**config.mk**
```make
export PLATFORM = sky130hd
export DESIGN_NAME = sequence_slot_table_flat
export DESIGN_NICKNAME = d
export VERILOG_FILES = /design/src/hdl/sst_pkg.sv /design/src/hdl/sst_req_if.sv /design/src/hdl/sst_rsp_if.sv /design/src/hdl/sequence_slot_table.sv /design/src/flat_wrapper.sv
export VERILOG_INCLUDE_DIRS = /design/src /design/src/hdl
export SDC_FILE = /design/constraint.sdc
export NUM_CORES = 1
export LEC_CHECK = 0
export ABC_AREA = 0
export ABC_CLOCK_PERIOD_IN_PS = 13200
export BUFFER_PORTS_ARGS = -buffer_cell sky130_fd_sc_hd__buf_2
export CAP_MARGIN = 20
export CORE_UTILIZATION = 50
export DETAILED_ROUTE_END_ITERATION = 6
export PLACE_DENSITY = 0.64
export RECOVER_POWER = 25
export SYNTH_ARGS = -nofsm -noshare
export SYNTH_HDL_FRONTEND = slang
export SYNTH_SLANG_ARGS = --single-unit
```
**constraint.sdc**
```tcl
create_clock -name clock -period 13.2 [get_ports clock]
set_input_delay 1.32 -clock clock [delete_from_list [all_inputs] [get_ports clock]]
set_output_delay 1.32 -clock clock [all_outputs]
set_load 0.1 [all_outputs]
```
**src/hdl/sequence_slot_table_assert.svh**
```systemverilog
// assertion macros for the sequence slot table
`ifndef SEQUENCE_SLOT_TABLE_ASSERT_SVH
`define SEQUENCE_SLOT_TABLE_ASSERT_SVH

`ifndef SYNTH

`define SST_ASSERT_IMP(label, clk, rst, ante, cons) \
   label: assert property (@(posedge clk) disable iff (rst) (ante) |-> (cons)) \
      else $error("sequence_slot_table: same-cycle check failed");

`define SST_ASSERT_NXT(label, clk, rst, ante, cons) \
   label: assert property (@(posedge clk) disable iff (rst) (ante) |=> (cons)) \
      else $error("sequence_slot_table: next-cycle check failed");

`else

`define SST_ASSERT_IMP(label, clk, rst, ante, cons)

`define SST_ASSERT_NXT(label, clk, rst, ante, cons)

`endif

`endif

```
**src/hdl/sst_pkg.sv**
```systemverilog
package sst_pkg;

   localparam int SEQ_W      = 32;
   localparam int FUNC_W     = 1;
   localparam int SLOT_IDX_W = 4;

   localparam int DEFAULT_WINDOW_SLOTS = 16;

   localparam logic [FUNC_W-1:0] FUNC_LOOKUP = 1'b0;
   localparam logic [FUNC_W-1:0] FUNC_CLAIM  = 1'b1;

endpackage

```
**src/hdl/sst_req_if.sv**
```systemverilog
interface sst_req_if;

   logic                       valid;
   logic                       ready;
   logic [sst_pkg::FUNC_W-1:0] func;
   logic [sst_pkg::SEQ_W-1:0]  seq_value;

   modport source (output valid, output func, output seq_value, input ready);
   modport sink   (input valid, input func, input seq_value, output ready);

endinterface

```
**src/hdl/sst_rsp_if.sv**
```systemverilog
interface sst_rsp_if;

   logic                           valid;
   logic                           ready;
   logic                           found;
   logic [sst_pkg::SLOT_IDX_W-1:0] slot_index;

   modport source (output valid, output found, output slot_index, input ready);
   modport sink   (input valid, input found, input slot_index, output ready);

endinterface

```
**src/hdl/sequence_slot_table.sv**
```systemverilog
// channel   dir  handshake     payload
// req_chan  in   valid/ready   func, seq_value
// rsp_chan  out  valid/ready   found, slot_index
//
// the block takes no new item until the current one is finished; the spacing between
// accepts is set by the single tag memory read port that the scan walks one slot per cycle.
// the result is registered in S_FINISH once rsp_chan can take it; a claim writes
// its tag back in that same cycle.
// synchronous reset clears all slot valid bits, so every tag reads as zero.
// a stalled rsp_chan holds the finished item in the scan's last state;
// req_chan is taken only while the sequencer is idle.
`include "sequence_slot_table_assert.svh"

module sequence_slot_table #(
   parameter int WINDOW_SLOTS = sst_pkg::DEFAULT_WINDOW_SLOTS
) (
   input  logic      clock,
   input  logic      reset,
   sst_req_if.sink   req_chan,
   sst_rsp_if.source rsp_chan
);
   import sst_pkg::*;

   localparam int IDX_W = (WINDOW_SLOTS > 1) ? $clog2(WINDOW_SLOTS) : 1;
   localparam logic [IDX_W-1:0] LAST_SLOT = IDX_W'(WINDOW_SLOTS - 1);

   typedef enum logic [1:0] {
      S_IDLE,
      S_SCAN,
      S_DRAIN,
      S_FINISH
   } state_type;

   state_type               state_ff, state_in;
   logic [FUNC_W-1:0]       func_ff, func_in;
   logic [SEQ_W-1:0]        seq_ff, seq_in;
   logic [IDX_W-1:0]        rd_ptr_ff, rd_ptr_in;
   logic                    cmp_en_ff, cmp_en_in;
   logic [IDX_W-1:0]        cmp_idx_ff, cmp_idx_in;
   logic [SEQ_W-1:0]        rd_data_ff;
   logic                    rd_vld_ff;
   logic                    hit_ff, hit_in;
   logic [IDX_W-1:0]        best_idx_ff, best_idx_in;
   logic [SEQ_W-1:0]        best_tag_ff, best_tag_in;
   logic                    rsp_valid_ff, rsp_valid_in;
   logic                    rsp_found_ff, rsp_found_in;
   logic [SLOT_IDX_W-1:0]   rsp_index_ff, rsp_index_in;
   logic [WINDOW_SLOTS-1:0] valid_ff, valid_in;

   logic [SEQ_W-1:0]        slot_tags_ff [WINDOW_SLOTS];

   logic                    req_fire;
   logic                    finish_fire;
   logic                    tag_write;
   logic [SEQ_W-1:0]        cur_tag;
   logic [IDX_W+SLOT_IDX_W-1:0] idx_ext;

   assign req_chan.ready = (state_ff == S_IDLE);
   assign req_fire       = req_chan.valid && (state_ff == S_IDLE);
   assign finish_fire    = (state_ff == S_FINISH) && (!rsp_valid_ff || rsp_chan.ready);
   assign tag_write      = finish_fire && (func_ff == FUNC_CLAIM);

   // a slot never written since reset reads as zero
   assign cur_tag = rd_vld_ff ? rd_data_ff : '0;
   assign idx_ext = {{SLOT_IDX_W{1'b0}}, best_idx_ff};

   assign rsp_chan.valid      = rsp_valid_ff;
   assign rsp_chan.found      = rsp_found_ff;
   assign rsp_chan.slot_index = rsp_index_ff;

   always_comb begin
      state_in     = state_ff;
      func_in      = func_ff;
      seq_in       = seq_ff;
      rd_ptr_in    = rd_ptr_ff;
      cmp_en_in    = (state_ff == S_SCAN);
      cmp_idx_in   = rd_ptr_ff;
      hit_in       = hit_ff;
      best_idx_in  = best_idx_ff;
      best_tag_in  = best_tag_ff;
      rsp_valid_in = rsp_valid_ff && !rsp_chan.ready;
      rsp_found_in = rsp_found_ff;
      rsp_index_in = rsp_index_ff;
      valid_in     = valid_ff;

      // shared compare unit, one slot per cycle
      if (cmp_en_ff) begin
         if (func_ff == FUNC_CLAIM) begin
            if ((cmp_idx_ff == '0) || (cur_tag < best_tag_ff)) begin
               best_idx_in = cmp_idx_ff;
               best_tag_in = cur_tag;
            end
         end else if (!hit_ff && (cur_tag == seq_ff)) begin
            hit_in      = 1'b1;
            best_idx_in = cmp_idx_ff;
         end
      end

      case (state_ff)
         S_IDLE: begin
            if (req_fire) begin
               func_in     = req_chan.func;
               seq_in      = req_chan.seq_value;
               rd_ptr_in   = '0;
               hit_in      = 1'b0;
               best_idx_in = '0;
               state_in    = S_SCAN;
            end
         end
         S_SCAN: begin
            if (rd_ptr_ff == LAST_SLOT) begin
               state_in = S_DRAIN;
            end else begin
               rd_ptr_in = rd_ptr_ff + 1'b1;
            end
         end
         S_DRAIN: begin
            state_in = S_FINISH;
         end
         S_FINISH: begin
            if (finish_fire) begin
               rsp_valid_in = 1'b1;
               rsp_found_in = (func_ff == FUNC_CLAIM) || hit_ff;
               rsp_index_in = ((func_ff == FUNC_CLAIM) || hit_ff) ?
                              idx_ext[SLOT_IDX_W-1:0] : '0;
               if (tag_write) begin
                  valid_in[best_idx_ff] = 1'b1;
               end
               state_in = S_IDLE;
            end
         end
         default: begin
            state_in = S_IDLE;
         end
      endcase
   end

   always_ff @(posedge clock) begin
      if (reset) begin
         state_ff     <= S_IDLE;
         cmp_en_ff    <= 1'b0;
         hit_ff       <= 1'b0;
         rsp_valid_ff <= 1'b0;
         valid_ff     <= '0;
      end else begin
         state_ff     <= state_in;
         cmp_en_ff    <= cmp_en_in;
         hit_ff       <= hit_in;
         rsp_valid_ff <= rsp_valid_in;
         valid_ff     <= valid_in;
      end
      func_ff      <= func_in;
      seq_ff       <= seq_in;
      rd_ptr_ff    <= rd_ptr_in;
      cmp_idx_ff   <= cmp_idx_in;
      best_idx_ff  <= best_idx_in;
      best_tag_ff  <= best_tag_in;
      rsp_found_ff <= rsp_found_in;
      rsp_index_ff <= rsp_index_in;
   end

   // tag memory: one read port for the scan, one write port for a claim
   always_ff @(posedge clock) begin
      rd_data_ff <= slot_tags_ff[rd_ptr_ff];
      rd_vld_ff  <= valid_ff[rd_ptr_ff];
      if (tag_write) begin
         slot_tags_ff[best_idx_ff] <= seq_ff;
      end
   end

   `SST_ASSERT_NXT(a_accept_starts_scan, clock, reset, req_fire,
      (state_ff == S_SCAN) && (rd_ptr_ff == '0))
   `SST_ASSERT_NXT(a_scan_ends_at_last, clock, reset,
      (state_ff == S_SCAN) && (rd_ptr_ff == LAST_SLOT), state_ff == S_DRAIN)
   `SST_ASSERT_NXT(a_claim_found, clock, reset, tag_write,
      rsp_valid_ff && rsp_found_ff && valid_ff[$past(best_idx_ff)])
   `SST_ASSERT_IMP(a_miss_index_zero, clock, reset, rsp_valid_ff && !rsp_found_ff,
      rsp_index_ff == '0)

endmodule

```
**src/flat_wrapper.sv**
```systemverilog
// flat-port wrapper written by rule: the top's interface ports become plain ports
module sequence_slot_table_flat import sst_pkg::*;
#(
   parameter int WINDOW_SLOTS = sst_pkg::DEFAULT_WINDOW_SLOTS
)
  (clock, reset, req_chan_valid, req_chan_func, req_chan_seq_value, req_chan_ready, rsp_chan_valid, rsp_chan_found, rsp_chan_slot_index, rsp_chan_ready);
  sst_req_if req_chan_i ();
  sst_rsp_if rsp_chan_i ();
  input  logic clock;
  input  logic reset;
  input wire logic [$bits(req_chan_i.valid)-1:0] req_chan_valid;
  input wire logic [$bits(req_chan_i.func)-1:0] req_chan_func;
  input wire logic [$bits(req_chan_i.seq_value)-1:0] req_chan_seq_value;
  output wire logic [$bits(req_chan_i.ready)-1:0] req_chan_ready;
  output wire logic [$bits(rsp_chan_i.valid)-1:0] rsp_chan_valid;
  output wire logic [$bits(rsp_chan_i.found)-1:0] rsp_chan_found;
  output wire logic [$bits(rsp_chan_i.slot_index)-1:0] rsp_chan_slot_index;
  input wire logic [$bits(rsp_chan_i.ready)-1:0] rsp_chan_ready;
  assign req_chan_i.valid = req_chan_valid;
  assign req_chan_i.func = req_chan_func;
  assign req_chan_i.seq_value = req_chan_seq_value;
  assign req_chan_ready = req_chan_i.ready;
  assign rsp_chan_valid = rsp_chan_i.valid;
  assign rsp_chan_found = rsp_chan_i.found;
  assign rsp_chan_slot_index = rsp_chan_i.slot_index;
  assign rsp_chan_i.ready = rsp_chan_ready;
  sequence_slot_table #(.WINDOW_SLOTS(WINDOW_SLOTS)) u_core (.clock(clock), .reset(reset), .req_chan(req_chan_i), .rsp_chan(rsp_chan_i));
endmodule
```
==> results of run 1 <==
-- flip-flops by register name (all words and copies together), names as in the netlist --
register / cells
u_core.best_idx_ff: 4
u_core.rsp_chan.found: 1
u_core.rd_data_ff: 32
u_core.state_ff: 2
u_core.rsp_chan.valid: 1
u_core.rsp_chan.slot_index: 4
u_core.cmp_idx_in: 4
u_core.func_ff: 1
u_core.hit_ff: 1
u_core.valid_ff: 16
u_core.slot_tags_ff: 512
u_core.cmp_en_ff: 1
u_core.rd_vld_ff: 1
u_core.cmp_idx_ff: 4
u_core.best_tag_ff: 32
u_core.seq_ff: 32
-- where the power goes --
group          internal, mW  switching (mW)
Combinational         0.559           0.543
Sequential             2.47           0.229
Clock                  1.17           0.754
-- per-layer routing --
| layer | share of wire (%) | GRT usage [%] | vias to the layer above |
|---|---|---|---|
| met5 | 0 | 0 | - |
| met4 | 2.0 | 6.93 | 0 |
| met1 | 44 | 31.6 | 6282 |
| li1 | - | - | 5206 |
| met2 | 48 | 34.8 | 376 |
| met3 | 5.9 | 3.89 | 75 |
-- placed cells by master, fill, tap and decap left out, types with 13 or more instances in the layout --
cell / netlist / final
a21oi_1: 15 / 15
and2_1: 38 / 38
buf_2: 9 / 40
buf_4: 1 / 21
clkbuf_1: 27 / 24
clkbuf_16: 0 / 72
dfxtp_1: 62 / 61
edfxtp_1: 586 / 586
ha_1: 36 / 36
inv_1: 41 / 40
mux4_2: 165 / 165
nand2_1: 27 / 27
nor2_1: 69 / 56
nor2_4: 0 / 13
o21ai_0: 20 / 20
-- worst paths after layout --
path	endpoint	slack, ns
hold reg to reg	u_core.valid_ff[6]	0.47
hold / removal	u_core.valid_ff[6]	0.47
setup reg to reg	u_core.best_tag_ff[26]	9.28
setup / recovery	u_core.best_tag_ff[26]	9.28
-- cell families (layout without fill, tap and decap cells) --
family / after synthesis / in the layout
simple gates: 197 / 197
mux: 167 / 167
flops: 648 / 648
xor+xnor: 17 / 17
fa+ha+maj: 36 / 36
buf+inv: 91 / 232
compound gates: 79 / 79
-- area by class of cell --
| class | instances | area (µm²) |
|---|---|---|
| Fill cell | 3640 | 20700 |
| Clock buffer | 94 | 1920 |
| Tap cell | 664 | 831 |
| Multi-Input combinational cell | 496 | 6030 |
| Inverter | 41 | 154 |
| Sequential cell | 648 | 18800 |
| Clock inverter | 28 | 333 |
| Timing Repair Buffer | 69 | 420 |
-- worst min-delay path: stages (launching register included) --
cell     delay, ns
dfxtp_1       0.32
nor2_1        0.05
nor2_1        0.07
-- metrics by stage --
stage	std cells	setup WS, ns	hold WS (ns)	cell area (µm²)	util [%]
2_1_floorplan	1235	8.25	0.346	25100	-
3_3_place_gp	1918	9.27	0.444	26300	53.4
3_5_place_dp	1918	9.24	0.456	26300	53.4
4_1_cts	2040	9.27	0.474	28500	57.9
5_1_grt	2040	8.90	0.499	28500	57.9
6_report	2040	9.28	0.469	28500	57.9
==> metrics.yaml, run 1 <==
synth_top_area_share_pct: 70.1
clk_latency_ns: 0.59
yosys.area_share.simple_pct: 4.13
synth_xor_area_share_pct: 0.593
routed-via-count: 11939
synth_area_mm2: 0.0251
synth_seq_cells: 648
port_buffers: 43
cts_num_sinks: 648
cp-start-kind: "flop"
synth_cells: 1235
synth_edf_count: 586
grt_pass1_vias: 12403
drtAntennaViolNets: 0
grt_overflow: 0
powerDensity_mw_per_mm2: 201
wl_per_cell_um: 26.1
yosysWarnings: 0
num_io_pins: 44
synth_common_cells: "edfxtp_1, mux4_2, nor2_1"
ys.flop_type: "edfxtp_1"
placementRows: 81
crit_arrival_ns: 4.13
hp-start: "u_core.valid_ff[6]"
slowest_delay_ns: 0.99
cp.depth: 9
synth_compound_area_share_pct: 2.14
cap_viol_max_count: 0
min_period_ns: 3.92
viasPerCell: 5.85
setup_tns_ns: 0
synth_top_family_by_area: "multiplexers"
start_util_pct: 51.0
hp-class: "reg2reg"
drc: 0
drt_first_pass_iters: 5
power_mw: 5.73
clockRootBuffer: "clkbuf_16"
vdd_drop_max_uv: 194
cp-end-kind: "flop"
period_share_pct: 29.7
cts_resized: 0
rr_worst_depth: 9
synth_fp_nets: 1308
tightest_slew_ns: 1.01
cp.required_ns: 13.40
syn_to_final_growth_pct: 13.6
synth-seq-area-share_pct: 75.0
synth_top_area_cell: "edfxtp_1"
whs_path_depth: 2
synth_most_common_cell: "edfxtp_1"
fin_nets: 1396
dieArea_mm2: 0.0511
htreeDepth: 3
setup_viol: 0
drt_iter0_markers: 980
grt_max_degree: 136
synth_fa_ha_area_share_pct: 1.79
worstPathCellList: "and2_1 -> ha_1 -> a211oi_1 -> nor2_1 -> nor4_1 -> o21ai_0 -> a21oi_1 -> nor2b_1 -> nor2_4"
p_leak_nw: 9.35
timing.rr.start: "u_core.rd_vld_ff"
skew_ns: 0.0164
worstSetupPathType: "reg2reg"
core_mm2: 0.0493
synthArstFlopShare_pct: 0
die_h_um: 226
cp_num_buf_inv: 0
grt_use_total_pct: 22.1
gp_congestion: 0.839
synthDistinctLibCells: 57
routed_wl_um: 53300
hold_violations: 0
path_delay_family: "simple AND/OR/NAND/NOR gates"
cp_slowest_cell: "dfxtp_2"
dpl.hpwl_um: 29700
die_x_um: 226
hold_buffers: 0
path_clk_slew_ns: 0.06
clockBufferDepth: 3
diodes: 0
synthMuxAreaShare_pct: 14.9
cts_buffers: 67
slew-limit-headroom_pct: 32.7
rsz0062_at_grt: "false"
drive_gt1_share_pct: 25.6
status: "finished, final reports clean"
cts_tree: "built"
cp-startpoint: "u_core.rd_vld_ff"
timing.fmax_mhz: 255
syn_area_per_cell_um2: 20.3
antenna_found_initial: 1
report.final.slew_viol_count: 0
worst-path-max-fanout: 70
post_cts_buffers: 0
synth.area.top_cells: "edfxtp_1, mux4_2, dfxtp_1"
grt_pass1_wl_um: 80400
(Power assumes the default switching activity.)
==> run 2: changes to the inputs <==
--- a/config.mk
+++ b/config.mk
@@ -7,12 +7,12 @@
 export NUM_CORES = 1
 export LEC_CHECK = 0
 export ABC_AREA = 0
-export ABC_CLOCK_PERIOD_IN_PS = 13200
+export ABC_CLOCK_PERIOD_IN_PS = 3200
 export BUFFER_PORTS_ARGS = -buffer_cell sky130_fd_sc_hd__buf_2
 export CAP_MARGIN = 20
 export CORE_UTILIZATION = 50
 export DETAILED_ROUTE_END_ITERATION = 6
-export PLACE_DENSITY = 0.64
+export PLACE_DENSITY = 0.66
 export RECOVER_POWER = 25
 export SYNTH_ARGS = -nofsm -noshare
 export SYNTH_HDL_FRONTEND = slang
==> constraint.sdc (replaced) <==
create_clock -name clock -period 3.2 [get_ports clock]
set_input_delay 0.32 -clock clock [delete_from_list [all_inputs] [get_ports clock]]
set_output_delay 0.32 -clock clock [all_outputs]
set_load 0.1 [all_outputs]
==> metrics.yaml, run 2 (synthesized netlist as in run 1, its figures left out) <==
status: "finished, violations left"  # was finished, final reports clean
violations: "max-capacitance violations, max-slew violations"
largest_reg_flops: 512  # unchanged
routed-via-count: 12185  # was 11,939
grt_pass1_wl_um: 80100  # was 80,400 µm
regMostFlops: "u_core.slot_tags_ff"  # unchanged
rsz0062_at_grt: "false"  # unchanged
report.final.slew_viol_count: 62  # was 0
dieArea_mm2: 0.0511  # unchanged
vdd_drop_max_uv: 510  # was 194 µV
crit_arrival_ns: 3.39  # was 4.13 ns
diodes: 0  # unchanged
hold_violations: 0  # unchanged
clk_latency_ns: 0.59  # about the same
swShare_pct: 26.8  # was 26.6%
fin_nets: 1460  # was 1,396
skew_ns: 0.0200  # was 0.0164 ns
placed_cell_area_mm2: 0.0267  # was 0.0263 mm²
power_frac_comb_pct: 20.8  # was 19.2%
worst-path-max-fanout: 61  # was 70
crit_top_cell: "mux4_2"
cap_viol_max_count: 1  # was 0
clockBufferDepth: 3  # unchanged
grt_overflow: 0  # unchanged
post_cts_buffers: 0  # unchanged
p_clk_share_pct: 32.2  # was 33.6%
syn_to_final_growth_pct: 15.8  # was 13.6%
clockRootBuffer: "clkbuf_16"  # unchanged
stdcell_area_mm2: 0.0291  # was 0.0285 mm²
drtAntennaViolNets: 0  # unchanged
setup_viol: 0  # unchanged
slew-limit-headroom_pct: -23.1  # was 32.7%
grt_use_total_pct: 22.1  # about the same
die_x_um: 226  # unchanged
viasPerCell: 5.80  # was 5.85
port_buffers: 43  # unchanged
cp.required_ns: 3.63  # was 13.40 ns
grt_pass1_vias: 12650  # was 12,403
drc: 0  # unchanged
p_int_mw: 17.1  # was 4.20 mW
worstPathCellList: "clkbuf_2 -> mux4_2 -> mux4_2"  # was and2_1 -> ha_1 -> a211oi_1 -> nor2_1 -> nor4_1 -> o21ai_0 -> a21oi_1 -> nor2b_1 -> nor2_4
cts_buffers: 68  # was 67
pwr-share-seq_pct: 46.9  # was 47.1%
cp_slowest_cell: "clkbuf_2"  # was dfxtp_2
wl_per_cell_um: 25.3  # was 26.1 µm
power_mw: 23.4  # was 5.73 mW
hp-class: "in2reg"  # was reg2reg
min_period_ns: 2.95  # was 3.92 ns
final_util_pct: 59.1  # was 57.9%
gp_congestion: 0.832  # was 0.839
powerDensity_mw_per_mm2: 804  # was 201 mW/mm²
slowest_delay_ns: 1.32  # was 0.99 ns
cp-start-kind: "flop"  # unchanged
final_cell_mix: "edfxtp_1, mux4_2, clkbuf_16"  # unchanged
timing.fmax_mhz: 339  # was 255 MHz
cts_tree: "built"  # unchanged
drt_first_pass_iters: 5  # unchanged
grt_max_degree: 75  # was 136
p_leak_nw: 9.52  # was 9.35 nW
cp-end-kind: "flop"  # unchanged
cts_num_sinks: 648  # unchanged
drive_gt1_share_pct: 25.8  # was 25.6%
core_mm2: 0.0493  # unchanged
dpl.hpwl_um: 30200  # was 29,700 µm
htreeDepth: 3  # unchanged
netSwitchingPower_mw: 6.27  # was 1.53 mW
drt_iter0_markers: 1017  # was 980
tightest_slew_ns: 1.85  # was 1.01 ns
routed_wl_um: 53200  # was 53,300 µm
path_clk_slew_ns: 0.06  # about the same
final_common_cell: "edfxtp_1"  # unchanged
placementRows: 81  # unchanged
start_util_pct: 51.0  # unchanged
die_h_um: 226  # unchanged
num_io_pins: 44  # unchanged
worstSetupPathType: "reg2reg"  # unchanged
period_share_pct: 92.3  # was 29.7%
antenna_found_initial: 1  # unchanged
## run 2: changes by cell type in the layout (fill, tap and decap cells not counted), moves of 4 or more
cell           before  now
and2_1             38    8
bufinv_16           8    3
buf_12              2   13
nor3_2              4    0
and2_0              0   30
clkbuf_1           24   32
nor3_4              0    4
dlygate4sd3_1       0   34
buf_4              21   28
## run 2: metal layers
layer	wire (µm)	global-route usage (%)
met5	10	0
met4	1070	5.78
met1	23000	30.2
met3	2590	3.81
met2	26500	36.9
## run 2: stage by stage
| step | TNS [ns] | cells | hold WS [ns] | worst slack (ns) |
|---|---|---|---|---|
| 2_1_floorplan | -51.85 | 1235 | 0.346 | -0.425 |
| 3_3_place_gp | 0 | 1947 | 0.445 | 0.335 |
| 3_5_place_dp | 0 | 1947 | 0.452 | 0.224 |
| 4_1_cts | 0 | 2100 | 0.110 | 0.201 |
| 5_1_grt | 0 | 2100 | 0.137 | 0.0674 |
| 6_report | 0 | 2100 | 0.147 | 0.247 |
## run 2: repair_timing
| action | in CTS | in global routing |
|---|---|---|
| hold buffers | 34 | 0 |
| endpoints found under the hold margin | 34 | 0 |
| setup endpoints to repair | 0 | 6 |
| resized for setup | 0 | 1 |
## run 2: final timing paths
path                        start               endpoint  slack (ns)  cells past startpoint
min                         reset  u_core.rsp_chan.valid        0.15                      2
max reg2reg  u_core.cmp_idx_in[1]   u_core.rd_data_ff[9]        0.25                      3
min reg2reg  u_core.cmp_idx_ff[1]  u_core.best_idx_ff[1]        0.46                      2
max          u_core.cmp_idx_in[1]   u_core.rd_data_ff[9]        0.25                      3
## run 2: area by class of cell
| type | instances | area [µm²] |
|---|---|---|
| sequential | 648 | 18800 |
| multi-input combinational | 496 | 6050 |
| timing repair buffer | 132 | 1080 |
| tap | 664 | 831 |
| clock inverter | 24 | 196 |
| fill | 3624 | 20200 |
| clock buffer | 95 | 1940 |
| inverter | 41 | 154 |
## run 2: worst max-delay path: cells and delay by family, from the launching register on
family / cells / cell delay [ns]
buf+inv: 1 / 1.32
flops: 1 / 0.40
mux: 2 / 0.99
## run 2: power groups by stage
stage | Combinational (mW) | Sequential (mW) | Clock, mW
floorplan | 3.55 | 10.9 | 0
global placement | 4.89 | 11.1 | 0
detailed placement | 4.92 | 11.1 | 0
CTS | 4.97 | 11.0 | 7.69
global route | 5.25 | 11.0 | 8.01
finish | 4.87 | 11.0 | 7.54
==> run 3: changes to the inputs <==
--- a/config.mk
+++ b/config.mk
@@ -6,7 +6,7 @@
 export SDC_FILE = /design/constraint.sdc
 export NUM_CORES = 1
 export LEC_CHECK = 0
-export ABC_AREA = 0
+export ABC_AREA = 1
 export ABC_CLOCK_PERIOD_IN_PS = 3200
 export BUFFER_PORTS_ARGS = -buffer_cell sky130_fd_sc_hd__buf_2
 export CAP_MARGIN = 20
==> metrics.yaml, run 3 <==
status: "finished, final reports clean"  # was finished, violations left
slew-limit-headroom_pct: 44.9  # was -23.1%
drtAntennaViolNets: 0  # unchanged
synth-seq-area-share_pct: 73.4  # was 75.0%
routed-via-count: 15967  # was 12,185
cp-end-kind: "flop"  # unchanged
worstHoldEndpoint: "u_core.rsp_chan.valid"  # unchanged
synth_seq_cells: 648  # unchanged
tightest_slew_ns: 0.827  # was 1.85 ns
die_x_um: 229  # was 226 µm
synth_fp_nets: 2052  # was 1,308
synth.area.top_cells: "edfxtp_1, nor2_1, dfxtp_1"  # was edfxtp_1, mux4_2, dfxtp_1
clockBufferDepth: 3  # unchanged
cp_num_buf_inv: 2  # was 1
cp.required_ns: 3.49  # was 3.63 ns
cap_viol_max_count: 0  # was 1
cts_buffers: 66  # was 68
synth_top_area_share_pct: 68.5  # was 70.1%
antenna_found_initial: 2  # was 1
drc: 0  # unchanged
cp-start-kind: "flop"  # unchanged
slowest_delay_ns: 0.50  # was 1.32 ns
synth_edf_count: 586  # unchanged
hp-start: "rsp_chan_ready"  # was reset
worst-path-max-fanout: 21  # was 61
synth_top_area_cell: "edfxtp_1"  # unchanged
start_util_pct: 51.0  # about the same
gp_congestion: 0.880  # was 0.832
synthArstFlopShare_pct: 0  # unchanged
core_mm2: 0.0504  # was 0.0493 mm²
ys.flop_type: "edfxtp_1"  # unchanged
setup_viol: 0  # unchanged
layout_setup_ws_ns: 0.351  # was 0.247 ns
clockRootBuffer: "clkbuf_16"  # unchanged
wl_per_cell_um: 21.6  # was 25.3 µm
hold_violations: 0  # unchanged
fin_nets: 2153  # was 1,460
skew_ns: 0.0274  # was 0.0200 ns
path_clk_slew_ns: 0.06  # about the same
grt_max_degree: 143  # was 75
largest_reg_flops: 512  # unchanged
layoutNonFillerInstCount: 2802  # was 2,100
rsz0062_at_grt: "false"  # unchanged
synth_area_mm2: 0.0257  # was 0.0251 mm²
worstPathCellList: "buf_12 -> nand2_1 -> inv_1 -> ha_1 -> nand2_1 -> nor3_1 -> nor3b_1 -> nand2_1 -> a21boi_1 -> nor2_4"  # was clkbuf_2 -> mux4_2 -> mux4_2
dieArea_mm2: 0.0523  # was 0.0511 mm²
vdd_drop_max_uv: 558  # was 510 µV
dpl.hpwl_um: 34200  # was 30,200 µm
port_buffers: 43  # unchanged
crit_arrival_ns: 3.13  # was 3.39 ns
grt_overflow: 0  # unchanged
timing.rr.start: "u_core.rd_vld_ff"  # was u_core.cmp_idx_in[1]
num_io_pins: 44  # unchanged
placementRows: 82  # was 81
viasPerCell: 5.70  # was 5.80
rr_worst_depth: 10  # was 3
yosysWarnings: 0  # unchanged
period_share_pct: 89.0  # was 92.3%
routed_wl_um: 60500  # was 53,200 µm
final_common_cell: "edfxtp_1"  # unchanged
syn_area_per_cell_um2: 13.0  # was 20.3 µm²
drive_gt1_share_pct: 10.3  # was 25.8%
grt_pass1_vias: 15449  # was 12,650
worstSetupPathType: "reg2reg"  # unchanged
min_period_ns: 2.85  # was 2.95 ns
whs_path_depth: 4  # was 2
post-place-ws_ns: 0.123  # was 0.224 ns
syn_to_final_growth_pct: 15.0  # was 15.8%
synth_cells: 1979  # was 1,235
powerDensity_mw_per_mm2: 854  # was 804 mW/mm²
diodes: 0  # unchanged
r2r-end: "u_core.best_tag_ff[11]"  # was u_core.rd_data_ff[9]
post_cts_buffers: 0  # unchanged
r2r_slack_ns: 0.35  # was 0.25 ns
regMostFlops: "u_core.slot_tags_ff"  # unchanged
synth_most_common_cell: "edfxtp_1"  # unchanged
die_h_um: 229  # was 226 µm
clk_latency_ns: 0.60  # was 0.59 ns
dp.cells: 2650  # was 1,947
cts_tree: "built"  # unchanged
path_delay_family: "simple AND/OR/NAND/NOR gates"  # was buffers and inverters
grt_pass1_wl_um: 92500  # was 80,100 µm
crit_top_cell: "nand2_1"  # was mux4_2
timing.fmax_mhz: 351  # was 339 MHz
p_leak_nw: 10.4  # was 9.52 nW
drt_iter0_markers: 1713  # was 1,017
grt_use_total_pct: 23.4  # was 22.1%
drt_first_pass_iters: 5  # unchanged
final_cell_mix: "edfxtp_1, nor2_1, nand2_1"  # was edfxtp_1, mux4_2, clkbuf_16
synth_common_cells: "edfxtp_1, nor2_1, nand2_1"  # was edfxtp_1, mux4_2, nor2_1
cts_num_sinks: 648  # unchanged
cp_slowest_cell: "a21boi_1"  # was clkbuf_2
synthDistinctLibCells: 36  # was 57
report.final.slew_viol_count: 0  # was 62
htreeDepth: 3  # unchanged
hp-class: "in2reg"  # unchanged
run 3: area by class of cell:
| type | instances | area [µm²] |
|---|---|---|
| clock inverter | 24 | 239 |
| inverter | 119 | 452 |
| sequential | 648 | 18800 |
| multi-input combinational | 1108 | 6080 |
| clock buffer | 94 | 1890 |
| timing repair buffer | 137 | 1170 |
| tap | 672 | 841 |
| fill | 3923 | 20900 |
run 3: tightest hold or removal path, delay by kind of cell:
| kind | cells | cell delay (ns) |
|---|---|---|
| buffers and inverters | 2 | 0.13 |
| AND/OR/NAND/NOR | 1 | 0.08 |
| AO/OA/AOI/OAI | 1 | 0.06 |
run 3: power breakdown:
group	total [mW]	internal [mW]	switching, mW	leakage (nW)
clock	7.58	4.51	3.07	1.04
sequential	10.8	10.2	0.619	5.81
combinational	6.79	2.20	4.60	3.58
run 3: repair_timing:
item / in CTS / in global routing
endpoints found under the setup margin: 0 / 32
endpoints found under the hold margin: 33 / 0
gates resized for setup: 0 / 2
hold buffers: 33 / 0
run 3: logic make-up (layout without fill, tap and decap cells):
logic type	count (synthesis)	in the layout	share of synthesized area [%]
flip-flops	648	648	73.4
multiplexers	40	40	1.56
AND/OR/NAND/NOR	688	689	10.7
adder cells (fa/ha/maj)	36	36	1.75
XOR/XNOR	9	9	0.307
AO/OA/AOI/OAI	334	334	8.81
buffers and inverters	224	374	3.48
run 3: layer usage:
| layer | track usage (%) | routed length [µm] | up-vias | share of wire [%] |
|---|---|---|---|---|
| met3 | 3.51 | 3430 | 96 | 5.7 |
| met1 | 33.4 | 26600 | 7941 | 44 |
| met5 | 0 | 0 | - | 0 |
| met2 | 37.4 | 28900 | 530 | 48 |
| met4 | 6.82 | 1440 | 0 | 2.4 |
| li1 | - | - | 7400 | - |
run 3: metrics by stage:
step / hold WS [ns] / area [µm²] / TNS [ns] / util (%) / power [mW]
after floorplan: 0.346 / 25700 / -62.75 / - / 15.4
after global placement: 0.444 / 27100 / 0 / 53.8 / 17.6
after detailed placement: 0.437 / 27100 / 0 / 53.8 / 17.7
after CTS: 0.0353 / 29500 / 0 / 58.6 / 25.3
after global routing: 0.0788 / 29500 / 0 / 58.6 / 26.4
final: 0.0644 / 29500 / 0 / 58.6 / 25.2
run 3: worst max-delay path by stage:
stage	startpoint	end	slack, ns	cells past startpoint
after floorplan	u_core.rsp_chan.valid	u_core.slot_tags_ff[0][0]	-0.12	5
after global placement	u_core.rd_vld_ff	u_core.best_tag_ff[16]	0.21	13
after detailed placement	u_core.rd_vld_ff	u_core.best_tag_ff[16]	0.12	13
after CTS	u_core.rd_vld_ff	u_core.best_tag_ff[11]	0.10	13
after global routing	u_core.rd_vld_ff	u_core.best_tag_ff[7]	0.21	13
final	u_core.rd_vld_ff	u_core.best_tag_ff[11]	0.35	10
